==> config.mk <==
export PLATFORM = sky130hd
export DESIGN_NAME = keystroke_to_set1_scancode_fifo
export DESIGN_NICKNAME = d
export VERILOG_FILES = /design/src/design/kts_pkg.sv /design/src/design/keystroke_to_set1_scancode_fifo.sv /design/src/design/kts_ram.sv /design/src/design/kts_front.sv /design/src/design/kts_cmdq.sv /design/src/design/kts_back.sv
export SDC_FILE = /design/constraint.sdc
export NUM_CORES = 1
export LEC_CHECK = 0
export ABC_AREA = 1
export BUFFER_PORTS_ARGS = -buffer_cell sky130_fd_sc_hd__buf_4
export CAP_MARGIN = 20
export CELL_PAD_IN_SITES_DETAIL_PLACEMENT = 1
export CELL_PAD_IN_SITES_GLOBAL_PLACEMENT = 1
export CORE_UTILIZATION = 25
export CTS_CLUSTER_SIZE = 28
export DETAILED_ROUTE_END_ITERATION = 8
export GPL_ROUTABILITY_DRIVEN = 0
export HOLD_SLACK_MARGIN = 0.06
export PLACE_DENSITY = 0.52
export SLEW_MARGIN = 20
export SYNTH_ARGS = -nofsm -noshare
export SYNTH_HDL_FRONTEND = slang
export SYNTH_HIERARCHICAL = 1
export SYNTH_SLANG_ARGS = --single-unit
==> constraint.sdc <==
create_clock -name clk -period 5.2 [get_ports clk]
set_input_delay 0.52 -clock clk [delete_from_list [all_inputs] [get_ports clk]]
set_output_delay 0.52 -clock clk [all_outputs]
set_load 0.02 [all_outputs]
==> src/design/kts_pkg.sv <==
// Shared types, constants, translation and pointer functions for the scancode queue.
package kts_pkg;

    localparam int QUEUE_DEPTH = 64;
    localparam int PTR_W       = (QUEUE_DEPTH > 1) ? $clog2(QUEUE_DEPTH) : 1;
    localparam int CNT_W       = (PTR_W > 6) ? PTR_W : 6;
    localparam int FREE_W      = 6;

    typedef enum logic [1:0] {
        OP_KEY = 2'd0,
        OP_RAW = 2'd1,
        OP_POP = 2'd2,
        OP_CLR = 2'd3
    } op_t;

    typedef enum logic [1:0] {
        ST_OK    = 2'd0,
        ST_NOMAP = 2'd1,
        ST_FULL  = 2'd2,
        ST_EMPTY = 2'd3
    } status_t;

    typedef enum logic [1:0] {
        CMD_NOMAP = 2'd0,
        CMD_PUT   = 2'd1,
        CMD_POP   = 2'd2,
        CMD_CLR   = 2'd3
    } cmd_kind_t;

    typedef enum logic [1:0] {
        BK_IDLE = 2'd0,
        BK_PUT2 = 2'd1,
        BK_POP  = 2'd2
    } back_state_t;

    typedef struct packed {
        cmd_kind_t   kind;
        logic        two_bytes;
        logic [7:0]  byte0;
        logic [7:0]  byte1;
    } cmd_t;

    localparam logic [7:0]  PREFIX_EXT = 8'hE0;
    localparam logic [7:0]  SC_SPACE   = 8'h39;
    localparam logic [7:0]  SC_ENTER   = 8'h1C;
    localparam logic [7:0]  SC_UP      = 8'h48;
    localparam logic [7:0]  SC_DOWN    = 8'h50;
    localparam logic [7:0]  SC_RIGHT   = 8'h4D;
    localparam logic [7:0]  SC_LEFT    = 8'h4B;

    localparam logic [15:0] FW_UP      = 16'h0001;
    localparam logic [15:0] FW_DOWN    = 16'h0002;
    localparam logic [15:0] FW_RIGHT   = 16'h0003;
    localparam logic [15:0] FW_LEFT    = 16'h0004;

    localparam logic [15:0] UC_LOWER_A = 16'h0061;
    localparam logic [15:0] UC_LOWER_Z = 16'h007A;
    localparam logic [15:0] UC_UPPER_A = 16'h0041;
    localparam logic [15:0] UC_UPPER_Z = 16'h005A;
    localparam logic [15:0] UC_SPACE   = 16'h0020;
    localparam logic [15:0] UC_CR      = 16'h000D;

    // Set 1 make codes for the letters a to z
    function automatic logic [7:0] letter_code(input logic [4:0] idx);
        logic [7:0] code;
        case (idx)
            5'd0:    code = 8'h1E;
            5'd1:    code = 8'h30;
            5'd2:    code = 8'h2E;
            5'd3:    code = 8'h20;
            5'd4:    code = 8'h12;
            5'd5:    code = 8'h21;
            5'd6:    code = 8'h22;
            5'd7:    code = 8'h23;
            5'd8:    code = 8'h17;
            5'd9:    code = 8'h24;
            5'd10:   code = 8'h25;
            5'd11:   code = 8'h26;
            5'd12:   code = 8'h32;
            5'd13:   code = 8'h31;
            5'd14:   code = 8'h18;
            5'd15:   code = 8'h19;
            5'd16:   code = 8'h10;
            5'd17:   code = 8'h13;
            5'd18:   code = 8'h1F;
            5'd19:   code = 8'h14;
            5'd20:   code = 8'h16;
            5'd21:   code = 8'h2F;
            5'd22:   code = 8'h11;
            5'd23:   code = 8'h2D;
            5'd24:   code = 8'h15;
            5'd25:   code = 8'h2C;
            default: code = 8'h00;
        endcase
        return code;
    endfunction

    // Ring pointer step with wrap at the queue depth
    function automatic logic [PTR_W-1:0] ptr_adv(input logic [PTR_W-1:0] p);
        logic [PTR_W-1:0] q;
        if (p == PTR_W'(QUEUE_DEPTH - 1))
            q = '0;
        else
            q = p + 1'b1;
        return q;
    endfunction

endpackage

==> src/design/keystroke_to_set1_scancode_fifo.sv <==
// Top level of the keystroke to PS/2 Set 1 scancode queue.
// Each input request carries one operation in s_axis_tuser: translate a
// keystroke into Set 1 make codes and queue them, queue one raw byte, pop
// the oldest byte, or reset the queue pointers. Every request gives exactly
// one result, in request order, with a status, the popped byte (zero unless
// a pop succeeded) and the free slot count after the operation. The ring
// holds QUEUE_DEPTH-1 bytes; an arrow key's two-byte sequence goes in whole
// or not at all. Requests are classified on entry and wait in a two-entry
// command queue, so the input keeps taking requests while a result waits on
// the output register. The back end runs one command at a time against a
// single-port ring RAM: a one-byte push, a rejected request or a pointer
// reset is done from the idle state, while an extended key (two ring writes)
// and a successful pop (ring read with registered data) also pass through
// BK_PUT2 or BK_POP, and no new command is taken until the back end is idle
// again. The ring contents are not cleared at reset; only bytes that have been queued are ever popped.
module keystroke_to_set1_scancode_fifo (
    input  logic        clk,
    input  logic        rst_n,

    input  logic        s_axis_tvalid,
    output logic        s_axis_tready,
    input  logic [39:0] s_axis_tdata,  // unicode_char[15:0], firmware_scan_code[31:16],
                                       // raw_byte[39:32]
    input  logic [1:0]  s_axis_tuser,  // op[1:0]

    output logic        m_axis_tvalid,
    input  logic        m_axis_tready,
    output logic [15:0] m_axis_tdata,  // data_byte[7:0], free_slots[13:8], zero[15:14]
    output logic [1:0]  m_axis_tuser   // status[1:0]
);
    import kts_pkg::*;

    cmd_t              front_cmd;
    cmd_t              back_cmd;
    logic              back_valid;
    logic              back_ready;
    status_t           res_status;
    logic [7:0]        res_data;
    logic [FREE_W-1:0] res_free;

    // Classify the request and translate keystrokes
    kts_front u_front (
        .op                 (op_t'(s_axis_tuser)),
        .unicode_char       (s_axis_tdata[15:0]),
        .firmware_scan_code (s_axis_tdata[31:16]),
        .raw_byte           (s_axis_tdata[39:32]),
        .cmd                (front_cmd)
    );

    // Decouple intake from execution
    kts_cmdq u_cmdq (
        .clk       (clk),
        .rst_n     (rst_n),
        .in_valid  (s_axis_tvalid),
        .in_ready  (s_axis_tready),
        .in_cmd    (front_cmd),
        .out_valid (back_valid),
        .out_ready (back_ready),
        .out_cmd   (back_cmd)
    );

    // Execute against the ring and hold the result until taken
    kts_back u_back (
        .clk        (clk),
        .rst_n      (rst_n),
        .cmd_valid  (back_valid),
        .cmd_ready  (back_ready),
        .cmd        (back_cmd),
        .res_valid  (m_axis_tvalid),
        .res_ready  (m_axis_tready),
        .res_status (res_status),
        .res_data   (res_data),
        .res_free   (res_free)
    );

    assign m_axis_tdata = {2'b00, res_free, res_data};
    assign m_axis_tuser = res_status;

    // A byte comes out only with a successful pop
    a_data_zero_unless_ok: assert property (
        @(posedge clk) disable iff (!rst_n)
        (m_axis_tvalid && (m_axis_tuser != ST_OK)) |-> (m_axis_tdata[7:0] == 8'h00)
    ) else $error("non-zero data byte on a result that is not ok");

    // An empty pop reports a completely free queue
    a_empty_all_free: assert property (
        @(posedge clk) disable iff (!rst_n)
        (m_axis_tvalid && (m_axis_tuser == ST_EMPTY))
            |-> (m_axis_tdata[13:8] == FREE_W'(QUEUE_DEPTH - 1))
    ) else $error("empty status with bytes still counted in the queue");

    // The back end never takes a command while the result register is blocked
    a_no_take_when_blocked: assert property (
        @(posedge clk) disable iff (!rst_n)
        (m_axis_tvalid && !m_axis_tready) |-> !back_ready
    ) else $error("command taken while the previous result is stalled");

endmodule

==> src/design/kts_ram.sv <==
// Generic single-port RAM with registered read data.
module kts_ram #(
    parameter int WIDTH = 8,
    parameter int DEPTH = 64
) (
    input  logic                     clk,
    input  logic                     we,
    input  logic [$clog2(DEPTH)-1:0] addr,
    input  logic [WIDTH-1:0]         wdata,
    output logic [WIDTH-1:0]         rdata
);

    logic [WIDTH-1:0] mem_reg [DEPTH];
    logic [WIDTH-1:0] rdata_reg;

    always_ff @(posedge clk)
    begin
        if (we)
            mem_reg[addr] <= wdata;
        rdata_reg <= mem_reg[addr];
    end

    assign rdata = rdata_reg;

endmodule

==> src/design/kts_front.sv <==
// Front end: classify one request and translate keystrokes to Set 1 codes.
module kts_front (
    input  kts_pkg::op_t  op,
    input  logic [15:0]   unicode_char,
    input  logic [15:0]   firmware_scan_code,
    input  logic [7:0]    raw_byte,
    output kts_pkg::cmd_t cmd
);
    import kts_pkg::*;

    logic [15:0] lower_off;
    logic [15:0] upper_off;

    assign lower_off = unicode_char - UC_LOWER_A;
    assign upper_off = unicode_char - UC_UPPER_A;

    always_comb
    begin
        cmd.kind      = CMD_NOMAP;
        cmd.two_bytes = 1'b0;
        cmd.byte0     = 8'h00;
        cmd.byte1     = 8'h00;
        case (op)
            OP_KEY:
            begin
                // letters first, then space and return, then the arrow keys
                if (unicode_char inside {[UC_LOWER_A:UC_LOWER_Z]}) begin
                    cmd.kind  = CMD_PUT;
                    cmd.byte0 = letter_code(lower_off[4:0]);
                end else if (unicode_char inside {[UC_UPPER_A:UC_UPPER_Z]}) begin
                    cmd.kind  = CMD_PUT;
                    cmd.byte0 = letter_code(upper_off[4:0]);
                end else if (unicode_char == UC_SPACE) begin
                    cmd.kind  = CMD_PUT;
                    cmd.byte0 = SC_SPACE;
                end else if (unicode_char == UC_CR) begin
                    cmd.kind  = CMD_PUT;
                    cmd.byte0 = SC_ENTER;
                end else begin
                    cmd.byte0 = PREFIX_EXT;
                    case (firmware_scan_code)
                        FW_UP:    cmd.byte1 = SC_UP;
                        FW_DOWN:  cmd.byte1 = SC_DOWN;
                        FW_RIGHT: cmd.byte1 = SC_RIGHT;
                        FW_LEFT:  cmd.byte1 = SC_LEFT;
                        default:  cmd.byte1 = 8'h00;
                    endcase
                    if (firmware_scan_code inside {FW_UP, FW_DOWN, FW_RIGHT, FW_LEFT}) begin
                        cmd.kind      = CMD_PUT;
                        cmd.two_bytes = 1'b1;
                    end
                end
            end
            OP_RAW:
            begin
                cmd.kind  = CMD_PUT;
                cmd.byte0 = raw_byte;
            end
            OP_POP:  cmd.kind = CMD_POP;
            OP_CLR:  cmd.kind = CMD_CLR;
            default: cmd.kind = CMD_NOMAP;
        endcase
    end

endmodule

==> src/design/kts_cmdq.sv <==
// Two-entry command queue between the front end and the back end.
module kts_cmdq (
    input  logic          clk,
    input  logic          rst_n,
    input  logic          in_valid,
    output logic          in_ready,
    input  kts_pkg::cmd_t in_cmd,
    output logic          out_valid,
    input  logic          out_ready,
    output kts_pkg::cmd_t out_cmd
);
    import kts_pkg::*;

    cmd_t       slot_reg [2];
    logic       wr_sel_reg;
    logic       wr_sel_next;
    logic       rd_sel_reg;
    logic       rd_sel_next;
    logic [1:0] count_reg;
    logic [1:0] count_next;
    logic       push;
    logic       pop;

    assign in_ready  = (count_reg != 2'd2);
    assign out_valid = (count_reg != 2'd0);
    assign out_cmd   = slot_reg[rd_sel_reg];
    assign push      = in_valid && in_ready;
    assign pop       = out_valid && out_ready;

    always_comb
    begin
        wr_sel_next = push ? ~wr_sel_reg : wr_sel_reg;
        rd_sel_next = pop ? ~rd_sel_reg : rd_sel_reg;
        count_next  = count_reg + {1'b0, push} - {1'b0, pop};
    end

    always_ff @(posedge clk or negedge rst_n)
    begin
        if (!rst_n) begin
            wr_sel_reg <= 1'b0;
            rd_sel_reg <= 1'b0;
            count_reg  <= 2'd0;
        end else begin
            wr_sel_reg <= wr_sel_next;
            rd_sel_reg <= rd_sel_next;
            count_reg  <= count_next;
        end
    end

    always_ff @(posedge clk)
    begin
        if (push)
            slot_reg[wr_sel_reg] <= in_cmd;
    end

endmodule

==> src/design/kts_back.sv <==
// Back end: run commands against the scancode ring and register each result.
module kts_back (
    input  logic                        clk,
    input  logic                        rst_n,
    input  logic                        cmd_valid,
    output logic                        cmd_ready,
    input  kts_pkg::cmd_t               cmd,
    output logic                        res_valid,
    input  logic                        res_ready,
    output kts_pkg::status_t            res_status,
    output logic [7:0]                  res_data,
    output logic [kts_pkg::FREE_W-1:0]  res_free
);
    import kts_pkg::*;

    back_state_t      state_reg;
    back_state_t      state_next;
    logic [PTR_W-1:0] wp_reg;
    logic [PTR_W-1:0] wp_next;
    logic [PTR_W-1:0] rp_reg;
    logic [PTR_W-1:0] rp_next;
    logic [PTR_W-1:0] used_reg;
    logic [PTR_W-1:0] used_next;
    logic [7:0]       b1_reg;
    logic [7:0]       b1_next;

    logic             out_valid_reg;
    logic             out_valid_next;
    status_t          out_status_reg;
    status_t          out_status_next;
    logic [7:0]       out_data_reg;
    logic [7:0]       out_data_next;
    logic [FREE_W-1:0] out_free_reg;
    logic [FREE_W-1:0] out_free_next;

    logic             ram_we;
    logic [PTR_W-1:0] ram_addr;
    logic [7:0]       ram_wdata;
    logic [7:0]       ram_rdata;

    logic [CNT_W-1:0] free_now;
    logic [CNT_W-1:0] need;
    logic [CNT_W-1:0] free_res;
    logic             take;

    kts_ram #(
        .WIDTH (8),
        .DEPTH (QUEUE_DEPTH)
    ) u_ring (
        .clk   (clk),
        .we    (ram_we),
        .addr  (ram_addr),
        .wdata (ram_wdata),
        .rdata (ram_rdata)
    );

    assign free_now  = CNT_W'(QUEUE_DEPTH - 1) - CNT_W'(used_reg);
    assign need      = cmd.two_bytes ? CNT_W'(2) : CNT_W'(1);
    assign cmd_ready = (state_reg == BK_IDLE) && (!out_valid_reg || res_ready);
    assign take      = cmd_valid && cmd_ready;

    always_comb
    begin
        state_next      = state_reg;
        wp_next         = wp_reg;
        rp_next         = rp_reg;
        used_next       = used_reg;
        b1_next         = b1_reg;
        out_valid_next  = out_valid_reg && !res_ready;
        out_status_next = out_status_reg;
        out_data_next   = out_data_reg;
        out_free_next   = out_free_reg;
        ram_we          = 1'b0;
        ram_addr        = wp_reg;
        ram_wdata       = cmd.byte0;
        free_res        = free_now;

        case (state_reg)
            BK_IDLE:
            begin
                if (take) begin
                    out_valid_next = 1'b1;
                    out_data_next  = 8'h00;
                    out_status_next = ST_OK;
                    case (cmd.kind)
                        CMD_PUT:
                        begin
                            if (free_now < need) begin
                                out_status_next = ST_FULL;
                            end else begin
                                ram_we    = 1'b1;
                                wp_next   = ptr_adv(wp_reg);
                                used_next = used_reg + 1'b1;
                                free_res  = free_now - need;
                                b1_next   = cmd.byte1;
                                if (cmd.two_bytes)
                                    state_next = BK_PUT2;
                            end
                        end
                        CMD_POP:
                        begin
                            if (used_reg == '0) begin
                                out_status_next = ST_EMPTY;
                            end else begin
                                // hold the result until the ring read returns
                                out_valid_next = 1'b0;
                                ram_addr       = rp_reg;
                                state_next     = BK_POP;
                            end
                        end
                        CMD_CLR:
                        begin
                            wp_next   = '0;
                            rp_next   = '0;
                            used_next = '0;
                            free_res  = CNT_W'(QUEUE_DEPTH - 1);
                        end
                        default: out_status_next = ST_NOMAP;
                    endcase
                    out_free_next = free_res[FREE_W-1:0];
                end
            end
            BK_PUT2:
            begin
                ram_we     = 1'b1;
                ram_wdata  = b1_reg;
                wp_next    = ptr_adv(wp_reg);
                used_next  = used_reg + 1'b1;
                state_next = BK_IDLE;
            end
            BK_POP:
            begin
                ram_addr        = rp_reg;
                free_res        = free_now + 1'b1;
                out_valid_next  = 1'b1;
                out_status_next = ST_OK;
                out_data_next   = ram_rdata;
                out_free_next   = free_res[FREE_W-1:0];
                rp_next         = ptr_adv(rp_reg);
                used_next       = used_reg - 1'b1;
                state_next      = BK_IDLE;
            end
            default: state_next = BK_IDLE;
        endcase
    end

    always_ff @(posedge clk or negedge rst_n)
    begin
        if (!rst_n) begin
            state_reg     <= BK_IDLE;
            wp_reg        <= '0;
            rp_reg        <= '0;
            used_reg      <= '0;
            out_valid_reg <= 1'b0;
        end else begin
            state_reg     <= state_next;
            wp_reg        <= wp_next;
            rp_reg        <= rp_next;
            used_reg      <= used_next;
            out_valid_reg <= out_valid_next;
        end
    end

    always_ff @(posedge clk)
    begin
        b1_reg         <= b1_next;
        out_status_reg <= out_status_next;
        out_data_reg   <= out_data_next;
        out_free_reg   <= out_free_next;
    end

    assign res_valid  = out_valid_reg;
    assign res_status = out_status_reg;
    assign res_data   = out_data_reg;
    assign res_free   = out_free_reg;

endmodule
Yosys cells after proc, flatten, opt, wreduce, memory -nomap -nowiden. Memory sizes are Yosys's and may differ from the RTL's. A register that Yosys moved wholly into a read port is not among the register bits. Cells that the tools add are included.

Bits in registers: 49. Bits in read-only memories: 384. Input port bits: 46. Bits in writable memories: 548. Memories: 4. Output and inout bits: 20. Logic and storage cells: 152.

Memory list: u_back.u_ring.mem_reg (words 64, width 8, rd ports 1, clocked after Yosys merged registers in 1, write ports 1, RTL line kts_ram.sv:13) `logic [WIDTH-1:0] mem_reg [DEPTH];`; (no name shown) (words 32, width 6, rd ports 1, clocked after Yosys merged registers in 0, write ports 0, RTL line kts_pkg.sv:66) `case (idx)`; (no name shown) (words 32, width 6, rd ports 1, clocked after Yosys merged registers in 0, write ports 0, RTL line kts_pkg.sv:66); u_cmdq.slot_reg (words 2, width 18, rd ports 1, clocked after Yosys merged registers in 0, write ports 1, RTL line kts_cmdq.sv:14) `cmd_t slot_reg [2];`.

Bitwise operators: 3. Add/subtract/negate cells: 11. Equality and inequality tests: 24. Reductions and logical operators: 23. Magnitude comparators: 5. Mux-type cells: 70.

Operators by type and width (number): one-hot mux 6 bit (2 select lines) (7); two-way mux 6 bit (13); two-way mux 8 bit (6); two-way mux 7 bit (5); == test 16 x 2 -> 1 bit, second input constant (2); greater-or-equal comparator 16 x 7 -> 1 bit, second input constant (2); <= comparator 16 x 7 -> 1 bit, second input constant (2); one-hot mux 8 bit (2 select lines) (2); two-way mux 2 bit (14); one-hot mux 7 bit (4 select lines) (1); adder 6 x 1 -> 6 bit, second input constant (4); one-hot mux 6 bit (3 select lines) (1); == test 16 x 1 -> 1 bit, second input constant (1); == test 16 x 3 -> 1 bit, second input constant (1); == test 16 x 4 -> 1 bit, second input constant (1); == test 16 x 6 -> 1 bit, second input constant (1); two-way mux 1 bit (15); == test 6 bit, second input constant (2); inequality test 3 bit, second input constant (4); AND reduction 4 bit (3); == test 2 bit, second input constant (5); subtractor 5 x 1 -> 5 bit, second input constant (2); one-hot mux 2 bit (2 select lines) (2); one-hot mux 2 bit (4 select lines) (1); other kinds (23) (39).

Longest topological paths before layout. Gate-level depths: netlist (run 1). An unclocked memory read counts as a cell.

Depth after elaboration: 9. Gate-level depth with buffers: 23. Depth with buffers taken out: 20.

By module. Netlist (run 1), hierarchy kept.

By module, submodules not included: kts_ram (cells each 2167, instances 1, area each 22044.9 um^2, sequential area each 15534.9 um^2); kts_back (cells each 357, instances 1, area each 2812.7 um^2, sequential area each 1246.2 um^2); kts_cmdq (cells each 131, instances 1, area each 1617.8 um^2, sequential area each 1241.2 um^2); kts_front (cells each 262, instances 1, area each 1257.5 um^2, sequential area each 0.0 um^2); keystroke_to_set1_scancode_fifo (cells each 3, instances 1, area each 18.8 um^2, sequential area each 0.0 um^2).

Worst setup path after synthesis (run 1). Ideal clock, no wire load.

Path type: reg2reg. Start: register u_back.used_reg[0]. End: memory u_back.u_ring.mem_reg[41][0] (enable). Buffers on the path: 1. Slack: 1752 ps. Arrival time: 3054 ps. Period minus slack after synthesis: 3448 ps. Required time: 4805 ps. Library setup time: 395 ps. Cell stages (with the launch flop): 15. Cell sequence: dfrtp_1 > clkinv_1 > ha_1 > nand2_1 > nor2_4 > nand3_1 > nand4_2 > nand2_2 > nand2_1 > o21ai_0 > buf_2 > inv_2 > nor3_2 > inv_2 > nor4_1.

Elaborated cells between the ends (all ways): 13. Classes of those cells: add/sub (1); order compare (1); mux (10); reduce/logical (1).

RTL lines: start: declaration (RTL line kts_back.sv:22) `logic [PTR_W-1:0] used_reg;`; start signal: assignment (RTL line kts_back.sv:159) `used_reg <= used_next;`; zero test 6 bit (RTL line kts_back.sv:102) `if (used_reg == '0) begin`; two-way mux 6 bit (RTL line kts_back.sv:102); two-way mux 6 bit (RTL line kts_back.sv:85) `case (cmd.kind)`; two-way mux 6 bit (RTL line kts_back.sv:81) `if (take) begin`; one-hot mux 6 bit (2 select lines) (RTL line kts_back.sv:78) `case (state_reg)`; via u_back.ram_addr[3] (RTL line kts_back.sv:37) `logic [PTR_W-1:0] ram_addr;`; end: declaration (RTL line kts_ram.sv:13).

The timed path passes the listed nets, and every way through them passes these cells.

==> results of run 1 <==
kinds of logic (layout without fill, tap and decap cells):
group	after synthesis	count (layout)	share of synthesized area, %
AOI/OAI and AO/OA	64	64	1.38
xor gates and xnor gates	7	7	0.221
adders and majority gates	22	22	1.02
buffers and inverters	238	410	4.27
DFF	607	607	64.9
other	2	4	0.0271
and+or+nand+nor	1980	1980	28.2
through the flow:
stage / hold WS (ns) / cells / area, um^2 / setup WS (ns) / total power [mW]
3_3_place_gp: 0.458 / 4438 / 30300 / 0.875 / 15.1
2_1_floorplan: 0.224 / 2922 / 27800 / 1.75 / 11.9
5_1_grt: 0.0988 / 4570 / 32600 / 0.573 / 21.2
6_report: 0.128 / 4570 / 32600 / 1.02 / 19.9
4_1_cts: 0.0863 / 4570 / 32600 / 0.830 / 20.3
3_5_place_dp: 0.466 / 4438 / 30300 / 0.855 / 15.2
layout by cell type, fill, tap and decap left out, types with 5 or more instances in the layout:
cell type,instances
nor2_2,5
xor2_1,5
buf_4,158
inv_2,9
nor2_1,151
dfrtp_1,25
clkbuf_1,12
clkinv_1,14
o21ai_2,5
clkinv_2,13
ha_1,21
nand3_1,82
a21oi_1,9
nand4_1,13
edfxtp_1,574
nand2_2,21
nor3_2,9
o21ai_1,9
inv_1,100
dfxtp_1,8
bufinv_16,8
nand3b_1,5
nand2_1,1669
o211ai_1,8
clkbuf_16,73
o21ai_0,22
buf_12,7
nor2_4,5
where the power goes:
| group | internal, mW | switching, mW | leakage, nW |
|---|---|---|---|
| logic | 1.86 | 6.09 | 6.92 |
| registers | 6.68 | 0.192 | 5.61 |
| clock network | 3.02 | 2.07 | 1.16 |
| total | 11.6 | 8.35 | 13.7 |
area by class of cell:
cell class,instances,share of cell area (%)
clock buffer,87,5.82
clock inverter,44,1.43
inverter,113,1.34
multi-input combinational,2077,26.4
sequential,607,55.2
tap,1476,5.66
timing repair buffer,166,4.10
what timing repair did:
item | in CTS | in global routing
hold buffers | 1 | 0
endpoints found under the setup margin | 0 | 0
endpoints found under the hold margin | 25 | 0
worst paths after layout:
kind | slack (ns) | cells after the start | endpoint
worst max-delay path | 1.02 | 11 | u_back/u_ring/mem_reg[63][7]
worst min-delay path | 0.13 | 1 | u_cmdq/slot_reg[1][18]
worst max register to register | 1.02 | 11 | u_back/u_ring/mem_reg[63][7]
worst min register to register | 0.48 | 2 | u_cmdq/wr_sel_reg
max in group asynchronous | 4.52 | 2 | u_back/wp_reg[0]
min in group asynchronous | 0.38 | 2 | u_cmdq/wr_sel_reg
worst max-delay path, stage by stage (launching register included):
cell     delay (ns)
dfrtp_1        0.38
inv_2          0.29
nand2_1        0.09
nand2_1        0.26
nor2_1         0.16
nand4_2        0.18
nand2_1        0.22
o21ai_4        0.58
buf_12         0.53
nand4_1        0.21
buf_4          0.20
nor2_1         0.57
per-layer routing:
layer / track usage [%] / wire length, um / vias to the layer above
met1: 19.7 / 38700 / 9532
met5: 0 / 0 / -
met4: 3.90 / 1850 / 0
li1: - / - / 9649
met2: 25.1 / 39900 / 241
met3: 2.13 / 2530 / 105
==> flow_summary.toml, run 1 <==
[finish]
nFillCells = 12500
syn2layout_area_growth_pct = 17.6
drive_above_1_share_pct = 11.2
fin_util_pct = 29.8
multi_input_area_mm2 = 0.00862
nets = 3105
largest_reg_flops = 512
ff_latch_area_mm2 = 0.0180
diodes = 0

[timing]
fin_crit_ns = 4.18
final-hold-violation-count = 0
setup_violations = 0
finalCritPeriodShare_pct = 80.4
rsz0062_at_grt = "false"
worstMarginPinSlew_ns = 1.06
timing.fmax_mhz = 239
slew_headroom_pct = 29.0
drv_slew = 0
fin_skew_ns = 0.0245
tns_ns = 0

[logic_synthesis]
yosysUniqueCellTypes = 47
yosysSeqAreaShare_pct = 64.9
synthTopCellsByCount = "nand2_1 (1677), edfxtp_1 (574), nor2_1 (151), inv_1 (100), nand3_1 (82)"
synth_edf_count = 574
synth_ff_type = "edfxtp_1"
syn_area_per_cell_um2 = 9.50
synth_warnings = 6
synth_top_area_share_pct = 62.1
async_flop_share_pct = 4.12
synthCells = 2920
synth_area_mm2 = 0.0278
ys_ff_latch = 607
yosys.area.top_type = "edfxtp_1"
synth_area_leaders = "edfxtp_1 (62%), nand2_1 (23%), dfrtp_1 (2.3%)"
synth_most_common_cell = "nand2_1"

[clocking]
cts-root-buf = "clkbuf_16"
clk_pin_slew_worst_paths_ns = 0.06
htreeDepth = 3
cts.sinks = 607
clock_latency_ns = 0.63
cts_setup_buffers = 0
post_cts_resized = 0
cts_buffers = 72
clockBufferDepth = 3
tritoncts = "built"

[die]
initial_utilization_pct = 25.4
die_y_um = 335
ios = 66
core-area_mm2 = 0.109
rows = 121
die-area_mm2 = 0.112
die_x_um = 335

[place]
dpl.hpwl_um = 51900
io_buffers = 63

[worst_setup_path]
end_kind = "flip-flop"
arrival_ns = 4.42
worstPathRequired_ns = 5.44
r2r_start = "u_cmdq/rd_sel_reg"
crit_fanout = 109
startpoint_type = "flip-flop"
crit_type = "reg -> reg"
crit_start = "u_cmdq/rd_sel_reg"

[detailed_routing]
vias = 19500
drtIter0Drc = 1103
dr.pass1.iters = 4
drc = 0
wl_per_cell_um = 18.2
drt-vias-per-instance = 4.27
antenna_left = 0
routed_wl_um = 83000

[run]
cap_violations = 0

[pwr]
power.leakage_nw = 13.7
power.density_mw_per_mm2 = 610
ir_worst_vdd_mv = 0.618

[global_routing]
grt_overflow = 0
grt_pass1_wl_um = 126000
antenna_found_initial = 1
grt_pass1_vias = 20300
grt_max_degree = 131
grtUsageTotal_pct = 14.8

[min_path]
min_path_type = "in -> reg"
min_from = "s_axis_tuser[1]"

[run_status]
outcome = "finished, final reports clean"
No activity file was read; power rests on OpenSTA's default activity.
==> inputs of run 2 (changes only) <==
--- a/config.mk
+++ b/config.mk
@@ -15,7 +15,7 @@
 export DETAILED_ROUTE_END_ITERATION = 8
 export GPL_ROUTABILITY_DRIVEN = 0
 export HOLD_SLACK_MARGIN = 0.06
-export PLACE_DENSITY = 0.52
+export PLACE_DENSITY = 0.54
 export SLEW_MARGIN = 20
 export SYNTH_ARGS = -nofsm -noshare
 export SYNTH_HDL_FRONTEND = slang
==> constraint.sdc (replaced) <==
create_clock -name clk -period 3.5 [get_ports clk]
set_input_delay 0.35 -clock clk [delete_from_list [all_inputs] [get_ports clk]]
set_output_delay 0.35 -clock clk [all_outputs]
set_load 0.02 [all_outputs]
==> run 2 against run 1 <==
Against the previous run: power grew 52%; fmax is 26% higher; non-clock buffer count rose by 69; core utilization increased by 0.70 points; clock-buffer cell count grew 4; design area grew 2.4%; hold slack got worse by 0.045 ns; flip-flop and latch count is the same; sequential power rose by 48%; critical path depth up 3.
==> flow_summary.toml, run 2 (synthesized netlist as in run 1, its figures left out) <==
[pwr]
ir_worst_vdd_mv = 0.422
power.leakage_nw = 14.1
intPower_mw = 17.8
p_switching_mw = 12.5
p_sw_share_pct = 41.2
clkPwrFrac_pct = 24.4
power_frac_seq_pct = 33.5
power.density_mw_per_mm2 = 907
power_mw = 30.3
pwr-share-comb_pct = 42.1

[die]
die_y_um = 335
core-area_mm2 = 0.109
rows = 121
die_x_um = 335
initial_utilization_pct = 25.4
die-area_mm2 = 0.112
ios = 66

[worst_setup_path]
worstPathRequired_ns = 3.80
critPathBufInv = 5
crit_slowest_cell = "dfrtp_1"
crit_chain = "inv_1 -> ha_1 -> nand2_1 -> nor2_4 -> nand3_1 -> nand4_2 -> nand2_2 -> o21ai_1 -> buf_4 -> inv_2 -> nor3_2 -> inv_2 -> nor2_1 -> buf_4"
crit_fanout = 8
slowest_delay_ns = 0.44
end_kind = "flip-flop"
arrival_ns = 3.61
critPathTopFamily = "simple AND/OR/NAND/NOR gates"
startpoint_type = "flip-flop"
crit_type = "reg -> reg"

[detailed_routing]
vias = 20000
drtIter0Drc = 1183
wl_per_cell_um = 18.2
drt-vias-per-instance = 4.30
dr.pass1.iters = 5
drc = 0
antenna_left = 0
routed_wl_um = 84600

[timing]
slew_headroom_pct = 43.1
finalCritPeriodShare_pct = 94.5
worstMarginPinSlew_ns = 0.853
setup_violations = 0
rsz0062_at_grt = "false"
tns_ns = 0
fin_skew_ns = 0.0369
fin_crit_ns = 3.31
timing.fmax_mhz = 302
final-hold-violation-count = 0
drv_slew = 0

[clocking]
cts.sinks = 607
clk_pin_slew_worst_paths_ns = 0.06
cts_buffers = 73
clockBufferDepth = 3
htreeDepth = 3
cts-root-buf = "clkbuf_16"
tritoncts = "built"
clock_latency_ns = 0.62

[finish]
diodes = 0
nFillCells = 12600
mostFrequentLayoutCells = "nand2_1 (1666), edfxtp_1 (574), buf_4 (199)"
drive_above_1_share_pct = 12.9
largest_reg_flops = 512
mostFrequentLayoutCell = "nand2_1"
syn2layout_area_growth_pct = 20.3
nets = 3176

[global_routing]
grtUsageTotal_pct = 14.9
top_usage_layer = "met2"
use_met3_pct = 2.14
grt_overflow = 0
grt_pass1_wl_um = 128000
gr-usage-met1_pct = 20.2
antenna_found_initial = 1
grt_pass1_vias = 20800
grt_max_degree = 75
use_met2_pct = 24.9

[run]
cap_violations = 0

[run_status]
outcome = "finished, final reports clean"

[place]
dpl.hpwl_um = 53900
io_buffers = 63

[min_path]
min_path_type = "in -> reg"
-- run 2: stage by stage --
| step | hold WS, ns | instances | util [%] | worst slack (ns) | instance area, um^2 |
|---|---|---|---|---|---|
| final | 0.0825 | 4642 | 30.5 | 0.191 | 33400 |
| after global routing | 0.102 | 4642 | 30.5 | 0.00429 | 33400 |
| after floorplan | 0.0544 | 2922 | - | 0.0515 | 27800 |
| after detailed placement | 0.315 | 4490 | 28.2 | -0.0511 | 30800 |
| after CTS | 0.0666 | 4632 | 30.4 | 0.0103 | 33200 |
| after global placement | 0.308 | 4490 | 28.2 | -0.0610 | 30800 |
-- run 2: repair_timing --
action	CTS	global route
setup buffers	0	7
endpoints found under the setup margin	8	188
resized for setup	1	8
hold buffers	9	0
pin swaps	0	1
hold endpoints to repair	40	0
cloned	0	3
-- run 2: metal layers --
metal  part of all wire [%]  vias up
li1                       -     9808
met1                     47     9816
met2                     47      264
met3                    3.3       92
met4                    2.0        0
met5                      0        -
-- run 2: final timing paths --
kind | startpoint | endpoint | slack (ns) | cells after the start
setup / recovery | u_back/used_reg[1] | u_back/u_ring/mem_reg[61][4] | 0.19 | 14
hold / removal | s_axis_tdata[36] | u_cmdq/slot_reg[0][12] | 0.08 | 3
setup reg to reg | u_back/used_reg[1] | u_back/u_ring/mem_reg[61][4] | 0.19 | 14
hold reg to reg | u_cmdq/wr_sel_reg | u_cmdq/wr_sel_reg | 0.48 | 2
max in group asynchronous | rst_n | u_back/wp_reg[1] | 2.96 | 2
min in group asynchronous | rst_n | u_back/used_reg[0] | 0.22 | 2
-- run 2: power groups by stage --
| stage | clock [mW] | combinational [mW] | sequential [mW] |
|---|---|---|---|
| final | 7.40 | 12.7 | 10.2 |
| after global routing | 7.86 | 14.3 | 10.2 |
| after CTS | 7.61 | 12.8 | 10.2 |
| after detailed placement | 0 | 12.7 | 10.3 |
| after global placement | 0 | 12.6 | 10.3 |
| after floorplan | 0 | 7.33 | 10.4 |
-- run 2: tightest hold or removal path, cell delays in order --
cell,delay (ns)
buf_4,0.08
nand2_1,0.07
nand2_1,0.09
-- run 2: cell type report --
class                   instances  area (um^2)  area share [%]
repair buffers                235         2150            6.44
clock buffers                  91         1950            5.83
flip-flops and latches        607        18000            54.0
multi-input cells            2077         8630            25.8
clock inverters                42          352            1.05
well taps                    1476         1850            5.53
repair inverters                1         8.76          0.0262
inverters                     113          442            1.32
